`src/hdl/dsi_pkg.sv`:
```
package dsi_pkg;

   localparam int MaxIndex = 65535;
   localparam logic [15:0] IndexLimit = (MaxIndex < 65535) ? 16'(MaxIndex) : 16'hFFFF;

   localparam logic [7:0] CharZero  = 8'h30;
   localparam logic [7:0] CharNine  = 8'h39;
   localparam logic [7:0] CharPlus  = 8'h2B;
   localparam logic [7:0] CharMinus = 8'h2D;

   typedef enum logic [1:0] {
      ModeU32 = 2'd0,
      ModeU64 = 2'd1,
      ModeS32 = 2'd2,
      ModeS64 = 2'd3
   } number_mode_type;

   typedef enum logic [2:0] {
      PhaseStart = 3'b001,
      PhaseEmpty = 3'b010,
      PhaseTaken = 3'b100
   } phase_type;

   typedef struct packed {
      logic [7:0]  char_code;
      logic        char_present;
      logic        last_char;
      logic [15:0] start_index;
   } item_type;

   typedef struct packed {
      logic [63:0] value_bits;
      logic [15:0] stop_index;
      logic        parse_ok;
   } result_type;

   typedef struct packed {
      logic [63:0] quot;
      logic [3:0]  rem;
   } limit_type;

   // range limit split into limit/10 and limit%10
   function automatic limit_type range_limit(input number_mode_type mode, input logic neg);
      limit_type lim;
      begin
         unique case (mode)
            ModeU32: begin
               lim.quot = 64'd429496729;
               lim.rem  = 4'd5;
            end
            ModeU64: begin
               lim.quot = 64'd1844674407370955161;
               lim.rem  = 4'd5;
            end
            ModeS32: begin
               lim.quot = 64'd214748364;
               lim.rem  = neg ? 4'd8 : 4'd7;
            end
            ModeS64: begin
               lim.quot = 64'd922337203685477580;
               lim.rem  = neg ? 4'd8 : 4'd7;
            end
            default: begin
               lim.quot = '0;
               lim.rem  = '0;
            end
         endcase
         return lim;
      end
   endfunction

endpackage

```
`src/hdl/dsi_csr.sv`:
```
module dsi_csr
   import dsi_pkg::*;
(
   input  logic            clock,
   input  logic            reset,
   input  logic            psel,
   input  logic            penable,
   input  logic            pwrite,
   input  logic [2:0]      paddr,
   input  logic [31:0]     pwdata,
   output logic [31:0]     prdata,
   output logic            pready,
   output number_mode_type number_mode
);

   number_mode_type mode_ff, mode_in;

   always_comb begin
      mode_in = mode_ff;
      if (psel && penable && pwrite && pready && (paddr[2] == 1'b0)) begin
         mode_in = number_mode_type'(pwdata[1:0]);
      end
   end

   always_ff @(posedge clock) begin
      if (reset) begin
         mode_ff <= ModeU32;
      end else begin
         mode_ff <= mode_in;
      end
   end

   assign pready      = 1'b1;
   assign prdata      = (paddr[2] == 1'b0) ? {30'd0, mode_ff} : 32'd0;
   assign number_mode = mode_ff;

endmodule

```
`src/hdl/dsi_core.sv`:
```
module dsi_core
   import dsi_pkg::*;
(
   input  logic            clock,
   input  logic            reset,
   input  number_mode_type number_mode,
   input  logic            step,
   input  item_type        item,
   output result_type      result
);

   logic [63:0] mag_ff, mag_in;
   logic        neg_ff, neg_in;
   logic [15:0] pos_ff, pos_in;
   phase_type   phase_ff, phase_in;
   logic        fail_ff, fail_in;

   logic        first;
   logic        signed_mode;
   logic        is_digit;
   logic [3:0]  digit;
   limit_type   lim;
   logic [63:0] mag_x10;
   logic [15:0] pos_bump;

   assign signed_mode = number_mode[1];
   assign first       = (phase_ff == PhaseStart);
   assign is_digit    = (item.char_code >= CharZero) && (item.char_code <= CharNine);
   assign digit       = 4'(item.char_code - CharZero);

   always_comb begin
      mag_in   = first ? 64'd0 : mag_ff;
      neg_in   = first ? 1'b0 : neg_ff;
      pos_in   = first ? ((item.start_index > IndexLimit) ? IndexLimit : item.start_index)
                       : pos_ff;
      fail_in  = first ? 1'b0 : fail_ff;
      phase_in = first ? PhaseEmpty : phase_ff;

      pos_bump = (pos_in < IndexLimit) ? pos_in + 16'd1 : pos_in;
      lim      = range_limit(number_mode, neg_in && signed_mode);
      mag_x10  = {mag_in[60:0], 3'b000} + {mag_in[62:0], 1'b0} + 64'(digit);

      if (item.char_present && !fail_in) begin
         if (first && (item.char_code == CharPlus)) begin
            phase_in = PhaseTaken;
            pos_in   = pos_bump;
         end else if (first && (item.char_code == CharMinus) && signed_mode) begin
            neg_in   = 1'b1;
            phase_in = PhaseTaken;
            pos_in   = pos_bump;
         end else if (!is_digit) begin
            fail_in = 1'b1;
         end else if ((mag_in > lim.quot) || ((mag_in == lim.quot) && (digit > lim.rem))) begin
            fail_in = 1'b1;
         end else begin
            mag_in   = mag_x10;
            phase_in = PhaseTaken;
            pos_in   = pos_bump;
         end
      end

      result.value_bits = (neg_in && signed_mode) ? 64'd0 - mag_in : mag_in;
      result.stop_index = pos_in;
      result.parse_ok   = !fail_in && (phase_in == PhaseTaken);
   end

   always_ff @(posedge clock) begin
      if (reset) begin
         mag_ff   <= '0;
         neg_ff   <= 1'b0;
         pos_ff   <= '0;
         phase_ff <= PhaseStart;
         fail_ff  <= 1'b0;
      end else if (step) begin
         if (item.last_char) begin
            mag_ff   <= '0;
            neg_ff   <= 1'b0;
            pos_ff   <= '0;
            phase_ff <= PhaseStart;
            fail_ff  <= 1'b0;
         end else begin
            mag_ff   <= mag_in;
            neg_ff   <= neg_in;
            pos_ff   <= pos_in;
            phase_ff <= phase_in;
            fail_ff  <= fail_in;
         end
      end
   end

endmodule

```
`src/hdl/decimal_string_to_integer.sv`:
```
// A result word is offered from the result register once the last character word has moved
// from the input register through the parse step. Throughput: one character word per cycle,
// but for the stall below; the parse step (x10 add and range compare) sits between the input
// register and the result register. The input register stalls only on a last character while
// the result register is held. Reset (synchronous, active high) clears the parse state, both
// valids and the mode to unsigned 32-bit.
module decimal_string_to_integer
   import dsi_pkg::*;
(
   input  logic        clock,
   input  logic        reset,
   input  logic        req_valid,
   output logic        req_ready,
   input  logic [7:0]  req_char_code,
   input  logic        req_char_present,
   input  logic        req_last_char,
   input  logic [15:0] req_start_index,
   output logic        rsp_valid,
   input  logic        rsp_ready,
   output logic [63:0] rsp_value_bits,
   output logic [15:0] rsp_stop_index,
   output logic        rsp_parse_ok,
   input  logic        psel,
   input  logic        penable,
   input  logic        pwrite,
   input  logic [2:0]  paddr,
   input  logic [31:0] pwdata,
   output logic [31:0] prdata,
   output logic        pready
);

   number_mode_type number_mode;

   logic       in_valid_ff, in_valid_in;
   item_type   item_ff;
   logic       rsp_valid_ff, rsp_valid_in;
   result_type rsp_ff;
   result_type result;
   logic       step;
   logic       out_free;

   dsi_csr u_csr (
      .clock       (clock),
      .reset       (reset),
      .psel        (psel),
      .penable     (penable),
      .pwrite      (pwrite),
      .paddr       (paddr),
      .pwdata      (pwdata),
      .prdata      (prdata),
      .pready      (pready),
      .number_mode (number_mode)
   );

   dsi_core u_core (
      .clock       (clock),
      .reset       (reset),
      .number_mode (number_mode),
      .step        (step),
      .item        (item_ff),
      .result      (result)
   );

   assign out_free  = !rsp_valid_ff || rsp_ready;
   assign step      = in_valid_ff && (!item_ff.last_char || out_free);
   assign req_ready = !in_valid_ff || step;

   always_comb begin
      in_valid_in = in_valid_ff;
      if (req_ready) begin
         in_valid_in = req_valid;
      end
      rsp_valid_in = rsp_valid_ff && !rsp_ready;
      if (step && item_ff.last_char) begin
         rsp_valid_in = 1'b1;
      end
   end

   always_ff @(posedge clock) begin
      if (reset) begin
         in_valid_ff  <= 1'b0;
         rsp_valid_ff <= 1'b0;
      end else begin
         in_valid_ff  <= in_valid_in;
         rsp_valid_ff <= rsp_valid_in;
      end
   end

   always_ff @(posedge clock) begin
      if (req_valid && req_ready) begin
         item_ff.char_code    <= req_char_code;
         item_ff.char_present <= req_char_present;
         item_ff.last_char    <= req_last_char;
         item_ff.start_index  <= req_start_index;
      end
      if (step && item_ff.last_char) begin
         rsp_ff <= result;
      end
   end

   assign rsp_valid      = rsp_valid_ff;
   assign rsp_value_bits = rsp_ff.value_bits;
   assign rsp_stop_index = rsp_ff.stop_index;
   assign rsp_parse_ok   = rsp_ff.parse_ok;

`ifndef SYNTHESIS

   a_stall_only_on_last: assert property (@(posedge clock) disable iff (reset)
      in_valid_ff && !req_ready |-> item_ff.last_char)
      else $error("input stage stalled on a non-final word");

   a_no_spurious_word: assert property (@(posedge clock) disable iff (reset)
      rsp_valid_ff && rsp_ready && !(in_valid_ff && item_ff.last_char) |=> !rsp_valid_ff)
      else $error("result word appeared without a final character");

   a_u32_range: assert property (@(posedge clock) disable iff (reset)
      rsp_valid_ff && (number_mode == ModeU32) |-> rsp_ff.value_bits[63:32] == 32'd0)
      else $error("unsigned 32-bit result out of range");

   a_s32_range: assert property (@(posedge clock) disable iff (reset)
      rsp_valid_ff && (number_mode == ModeS32) |->
         (rsp_ff.value_bits[63:31] == 33'd0) || (rsp_ff.value_bits[63:31] == {33{1'b1}}))
      else $error("signed 32-bit result not sign-extended");

`endif

endmodule
```
`config.mk`:
```
export PLATFORM = sky130hd
export DESIGN_NAME = decimal_string_to_integer
export DESIGN_NICKNAME = d
export VERILOG_FILES = /design/src/hdl/dsi_pkg.sv /design/src/hdl/dsi_csr.sv /design/src/hdl/dsi_core.sv /design/src/hdl/decimal_string_to_integer.sv
export SDC_FILE = /design/constraint.sdc
export NUM_CORES = 1
export LEC_CHECK = 0
export BUFFER_PORTS_ARGS = -buffer_cell sky130_fd_sc_hd__buf_4
export CAP_MARGIN = 0
export CORE_ASPECT_RATIO = 0.6
export CORE_MARGIN = 2
export CORE_UTILIZATION = 50
export DETAILED_ROUTE_END_ITERATION = 10
export PLACE_DENSITY = 0.75
export SLEW_MARGIN = 20
export SYNTH_ARGS = -nofsm -noshare
export SYNTH_HDL_FRONTEND = slang
export SYNTH_SLANG_ARGS = --single-unit
```
`constraint.sdc`:
```
create_clock -name clock -period 6.8 [get_ports clock]
set_input_delay 1.36 -clock clock [delete_from_list [all_inputs] [get_ports clock]]
set_output_delay 1.36 -clock clock [all_outputs]
set_load 0.02 [all_outputs]
```
# ---- Word level (Yosys, flattened, before mapping)
# Index checks and enable logic that the tools add are counted.
dict set report op_classes {
  n_addsub 5
  magnitude_cmp 6
  eq_ne 8
  muxes 40
  n_bitwise 1
  n_reduce_logical 27
}
# cell count
set ops {}
lappend ops {{64-bit 2-to-1 mux} 8}
lappend ops {{68-bit case mux with 4 select lines} 1}
lappend ops {{16-bit 2-to-1 mux} 9}
lappend ops {{64-bit by 4-bit adder with 64-bit output} 1}
lappend ops {{64-bit adder} 1}
lappend ops {{64-bit == test} 1}
lappend ops {{64-bit greater-than comparator} 1}
lappend ops {{1-bit by 64-bit subtractor with 64-bit output, first input constant} 1}
lappend ops {{3-bit 2-to-1 mux} 7}
lappend ops {{16-bit by 1-bit adder with 16-bit output, second input constant} 1}
lappend ops {{8-bit by 6-bit == test with 1-bit output, second input constant} 2}
lappend ops {{16-bit greater-than comparator, second input constant} 1}
lappend ops {{1-bit logical AND} 16}
lappend ops {{16-bit less-than comparator, second input constant} 1}
lappend ops {{1-bit 2-to-1 mux} 13}
lappend ops {{8-bit by 6-bit greater-or-equal comparator with 1-bit output, second input constant} 1}
lappend ops {{8-bit by 6-bit <= comparator with 1-bit output, second input constant} 1}
lappend ops {{1-bit logical NOT} 6}
lappend ops {{2-bit == test, second input constant} 2}
lappend ops {{4-bit greater-than comparator} 1}
lappend ops {{1-bit logical OR} 4}
lappend ops {{4-bit 2-to-1 mux} 1}
lappend ops {{4-bit by 1-bit subtractor with 4-bit output, second input constant} 1}
lappend ops {{3-bit by 1-bit == test with 1-bit output, second input constant} 1}
lappend ops {{other kinds (5)} 5}
dict set report totals {
  regBits 196
  inputBits 68
  out_inout_bits 116
  wordCells 102
}

# ---- Longest topological paths before layout
dict set report depth {
  word_depth 15
  depth_mapped 28
  mapped_depth_nobuf 21
}

# ---- Cells and area by module
# Synthesis repeated with hierarchy kept, for this count alone.
dict set report hier_totals {
  hier_cells 1969
  hier_area_um2 16706.0
}
# mod instances cells_each area_each_um2 seq_area_each_um2
set by_module_without_submodules {}
lappend by_module_without_submodules {dsi_core 1 1806 13036.3 1701.6}
lappend by_module_without_submodules {decimal_string_to_integer 1 119 3316.9 3253.1}
lappend by_module_without_submodules {dsi_csr 1 44 352.8 40.0}

# ---- Worst setup path after synthesis
# No wires, ideal clock.
dict set report synth_timing {
  path_kind {register to register}
  start {reg u_core.phase_ff[2]}
  end {reg rsp_ff, in the netlist rsp_value_bits[57], data pin}
  setup_time_ns 0.265
  arrival_ns 6.511
  required_ns 6.535
  setup_slack_ns 0.023
  path_stages_with_launch 25
  n_path_buf 8
  period_less_slack_ns 6.777
  cell_sequence {dfxtp_1 or3b_1 buf_2 clkbuf_1 clkbuf_1 clkbuf_1 buf_1 clkbuf_1 clkbuf_1 and2_1 ha_1 and3_1 o211a_1 and4_1 and2_1 a221o_2 o21ai_4 and2_1 clkbuf_1 mux2_2 nor4b_1 nand4_1 nor4_2 a41oi_1 xor2_1}
}
# item line
set synth_lines {}
lappend synth_lines {{start: declaration} dsi_core.sv:15} ;# phase_type phase_ff, phase_in;
lappend synth_lines {{start signal: assignment} dsi_core.sv:72} ;# phase_ff <= PhaseStart;
lappend synth_lines {{start signal: assignment} dsi_core.sv:79} ;# phase_ff <= PhaseStart;
lappend synth_lines {{start signal: assignment} dsi_core.sv:85} ;# phase_ff <= phase_in;
lappend synth_lines {{end signal: assignment} decimal_string_to_integer.sv:97} ;# rsp_ff <= result;
lappend synth_lines {{end: declaration} decimal_string_to_integer.sv:37} ;# result_type rsp_ff;

==> flow_metrics.tcl <==
set metrics [dict create \
    diodes 0 \
    grt_pass1_vias 14400 \
    ff2ff_setup_slack_ns 0.35 \
    yosys.cell_count.top_type "nor2_1" \
    hold_viol_final 0 \
    synth_cell_type_count 85 \
    ys_warn_count 0 \
    drc 0 \
    cp-start-kind "flop" \
    power_density_nw_per_um2 142 \
    htreeDepth 4 \
    finalWirelength_um 53500 \
    setup_violations 0 \
    insertion_delay_ns 0.46 \
    track_usage 0.307 \
    rsz0062_at_grt "no" \
    postRouteAntennaNets 0 \
    peakVddDrop_mv 0.179 \
    drive_above_1_share 0.122 \
    regArea_um2 4990 \
    p_leak_uw 0.00778 \
    clock_path_buffers 2 \
    grt_pass1_wl_um 81300 \
    syn_to_final_growth_pct 12.7 \
    grt.overflow.total 0 \
    hold_buffers 0 \
    run_status "finished, final reports clean" \
    nFillCells 2850 \
    die_h_um 143 \
    grt_max_degree 90 \
    clkTransAtPathRegs_ns 0.08 \
    dieWidth_um 236 \
    final_util 0.579 \
    synthTopCellsByCount "nor2_1 (211), ha_1 (166), nand2_1 (147), a21oi_1 (132)" \
    synth.area.top_cells "edfxtp_1 (20%), ha_1 (13%), dfxtp_1 (11%)" \
    routedWlPerCell_um 21.9 \
    fmax_mhz 155 \
    tightest_slew_ns 1.16 \
    fin_crit_sh 0.948 \
    synth_top_family_by_area "compound AO/OA/AOI/OAI gates" \
    synth-simple-area-share 0.199 \
    ys_ff_latch 196 \
    vias 15800 \
    hp-class "flop to flop" \
    core_area_um2 31500 \
    synth_seq_area_share 0.308 \
    crit_path_end_kind "flop" \
    min_period_ns 6.45 \
    worst_ep_required_time_ns 6.99 \
    tritoncts "built" \
    synth_ff_type "edfxtp_1" \
    rows 50 \
    setup-tns-final_ns 0 \
    via_per_inst 6.49 \
    maxSlewHeadroom 0.224 \
    synth_edf_count 107 \
    start_util 0.514 \
    die_area_um2 33900 \
    yosysTopAreaCell "edfxtp_1" \
    synth_area_per_cell_um2 8.52 \
    dpl.hpwl_um 40400 \
    globalplace.congestion 0.985 \
    critical_path.max_fanout 45 \
    synth_compound_area_frac 0.233 \
    io_buffers 120 \
    synth_area_um2 16200 \
    muxShareOfSynthArea 0.0165 \
    crit_type "flop to flop" \
    yosys.area_share.xor_xnor 0.0676 \
    first_pass_iters 6 \
    numCtsBuffers 17 \
    nNetsFinal 2246 \
    slew_viol_final 0 \
    drt_iter0_markers 1846 \
    synth_cells 1901 \
    synth.top_cell.area_share 0.198 \
    synth_fa_ha_area_frac 0.129 \
    async_flop_share 0 \
    antenna_found_initial 0 \
    finClkSkew_ns 0.00973 \
    cts_root_buf "clkbuf_16" \
    multiInputGateArea_um2 10600 \
    cts_sinks 196 \
    maxCapViolations 0 \
    worstPathArrival_ns 6.64 \
    ios 184 \
]
-- timing repair --
action / in CTS / in global routing
buffers inserted: 0 / 0
gates resized for setup: 0 / 1
setup endpoints to repair: 0 / 2
hold endpoints to repair: 0 / 0
-- kinds of logic after synthesis --
logic type | Yosys count
flops | 196
other cells | 2
fa+ha+maj | 167
xor+xnor | 125
simple gates | 652
compound gates | 569
mux | 26
buf+inv | 164
-- final timing paths --
path,endpoint,from,depth (start not counted)
worst max-delay path,rsp_value_bits[62]$_DFFE_PP_,u_core.phase_ff[2]$_SDFFE_PP0P_,19
worst min-delay path,u_core.mag_ff[55]$_SDFFE_PP0P_,u_core.mag_ff[55]$_SDFFE_PP0P_,2
worst max register to register,rsp_value_bits[62]$_DFFE_PP_,u_core.phase_ff[2]$_SDFFE_PP0P_,19
worst min register to register,u_core.mag_ff[55]$_SDFFE_PP0P_,u_core.mag_ff[55]$_SDFFE_PP0P_,2
-- layout by cell type, fill, tap and decap left out, types with 12 or more instances in the layout --
master	count
a22o_1	14
xnor2_1	68
inv_1	44
a22oi_1	84
clkbuf_16	17
ha_1	166
nor3_1	30
a31oi_1	25
xor2_1	57
dfxtp_1	89
nor2_1	208
and3_1	12
nand4_1	36
conb_1	31
a21oi_1	132
and2_1	70
mux2i_1	21
buf_4	177
nand3_1	44
a211oi_1	17
nor2b_1	12
o21a_1	20
nand2_1	146
o21bai_1	13
a21o_1	36
o211ai_1	16
o21ai_0	107
or3_1	14
edfxtp_1	107
-- registers in the layout (all words and copies together) (netlist names) --
signal,cells
u_csr.number_mode,2
rsp_valid,1
in_valid_ff,1
rsp_parse_ok,1
rsp_value_bits,64
u_core.phase_ff,3
u_core.neg_ff,1
u_core.pos_ff,16
u_core.mag_ff,64
rsp_stop_index,16
u_core.fail_ff,1
item_ff,26
-- report_power, final --
group          switching (uW)  internal [uW]
Combinational             220           95.0
Sequential               17.4           1280
Clock                     506            479
Total                     744           1850
-- routing by layer --
| metal | vias up | global-route usage | wire length (um) |
|---|---|---|---|
| li1 | 7246 | - | - |
| met1 | 7531 | 0.449 | 24100 |
| met2 | 944 | 0.452 | 22000 |
| met3 | 120 | 0.0665 | 6040 |
| met4 | 0 | 0.0886 | 1380 |
| met5 | - | 0 | 0 |
-- area by class of cell --
class	count	area share
Sequential cell	196	0.274
Inverter	45	0.00926
Clock buffer	18	0.0235
Tap cell	416	0.0285
Multi-Input combinational cell	1570	0.581
Clock inverter	14	0.00631
Timing Repair Buffer	181	0.0772
-- stage by stage --
stage,cells,area (um2),setup slack (ns),power [uW],hold WS (ns)
finish,2440,18200,0.354,2590,0.512
global route,2440,18200,0.0570,2660,0.538
global placement,2406,17700,0.576,1620,0.466
CTS,2438,18200,0.450,2580,0.513
detailed placement,2406,17700,0.484,1620,0.496
floorplan,1930,16300,0.0233,1510,0.454
-- critical path, cell delays in order, from the launching register on --
cell	delay, ns
dfxtp_1	0.37
or3b_2	0.54
buf_12	0.20
buf_4	0.26
and2_1	0.24
ha_1	0.31
and4b_1	0.20
nand4_1	0.13
nor2_1	0.13
a221o_1	0.35
a221o_2	0.44
o21ai_4	0.40
mux2i_1	0.23
o21ai_0	0.22
or4_4	0.54
or4_1	0.76
nor4_4	0.27
buf_4	0.23
a31oi_1	0.13
xnor2_1	0.16
No activity file was read; power rests on OpenSTA's default activity.
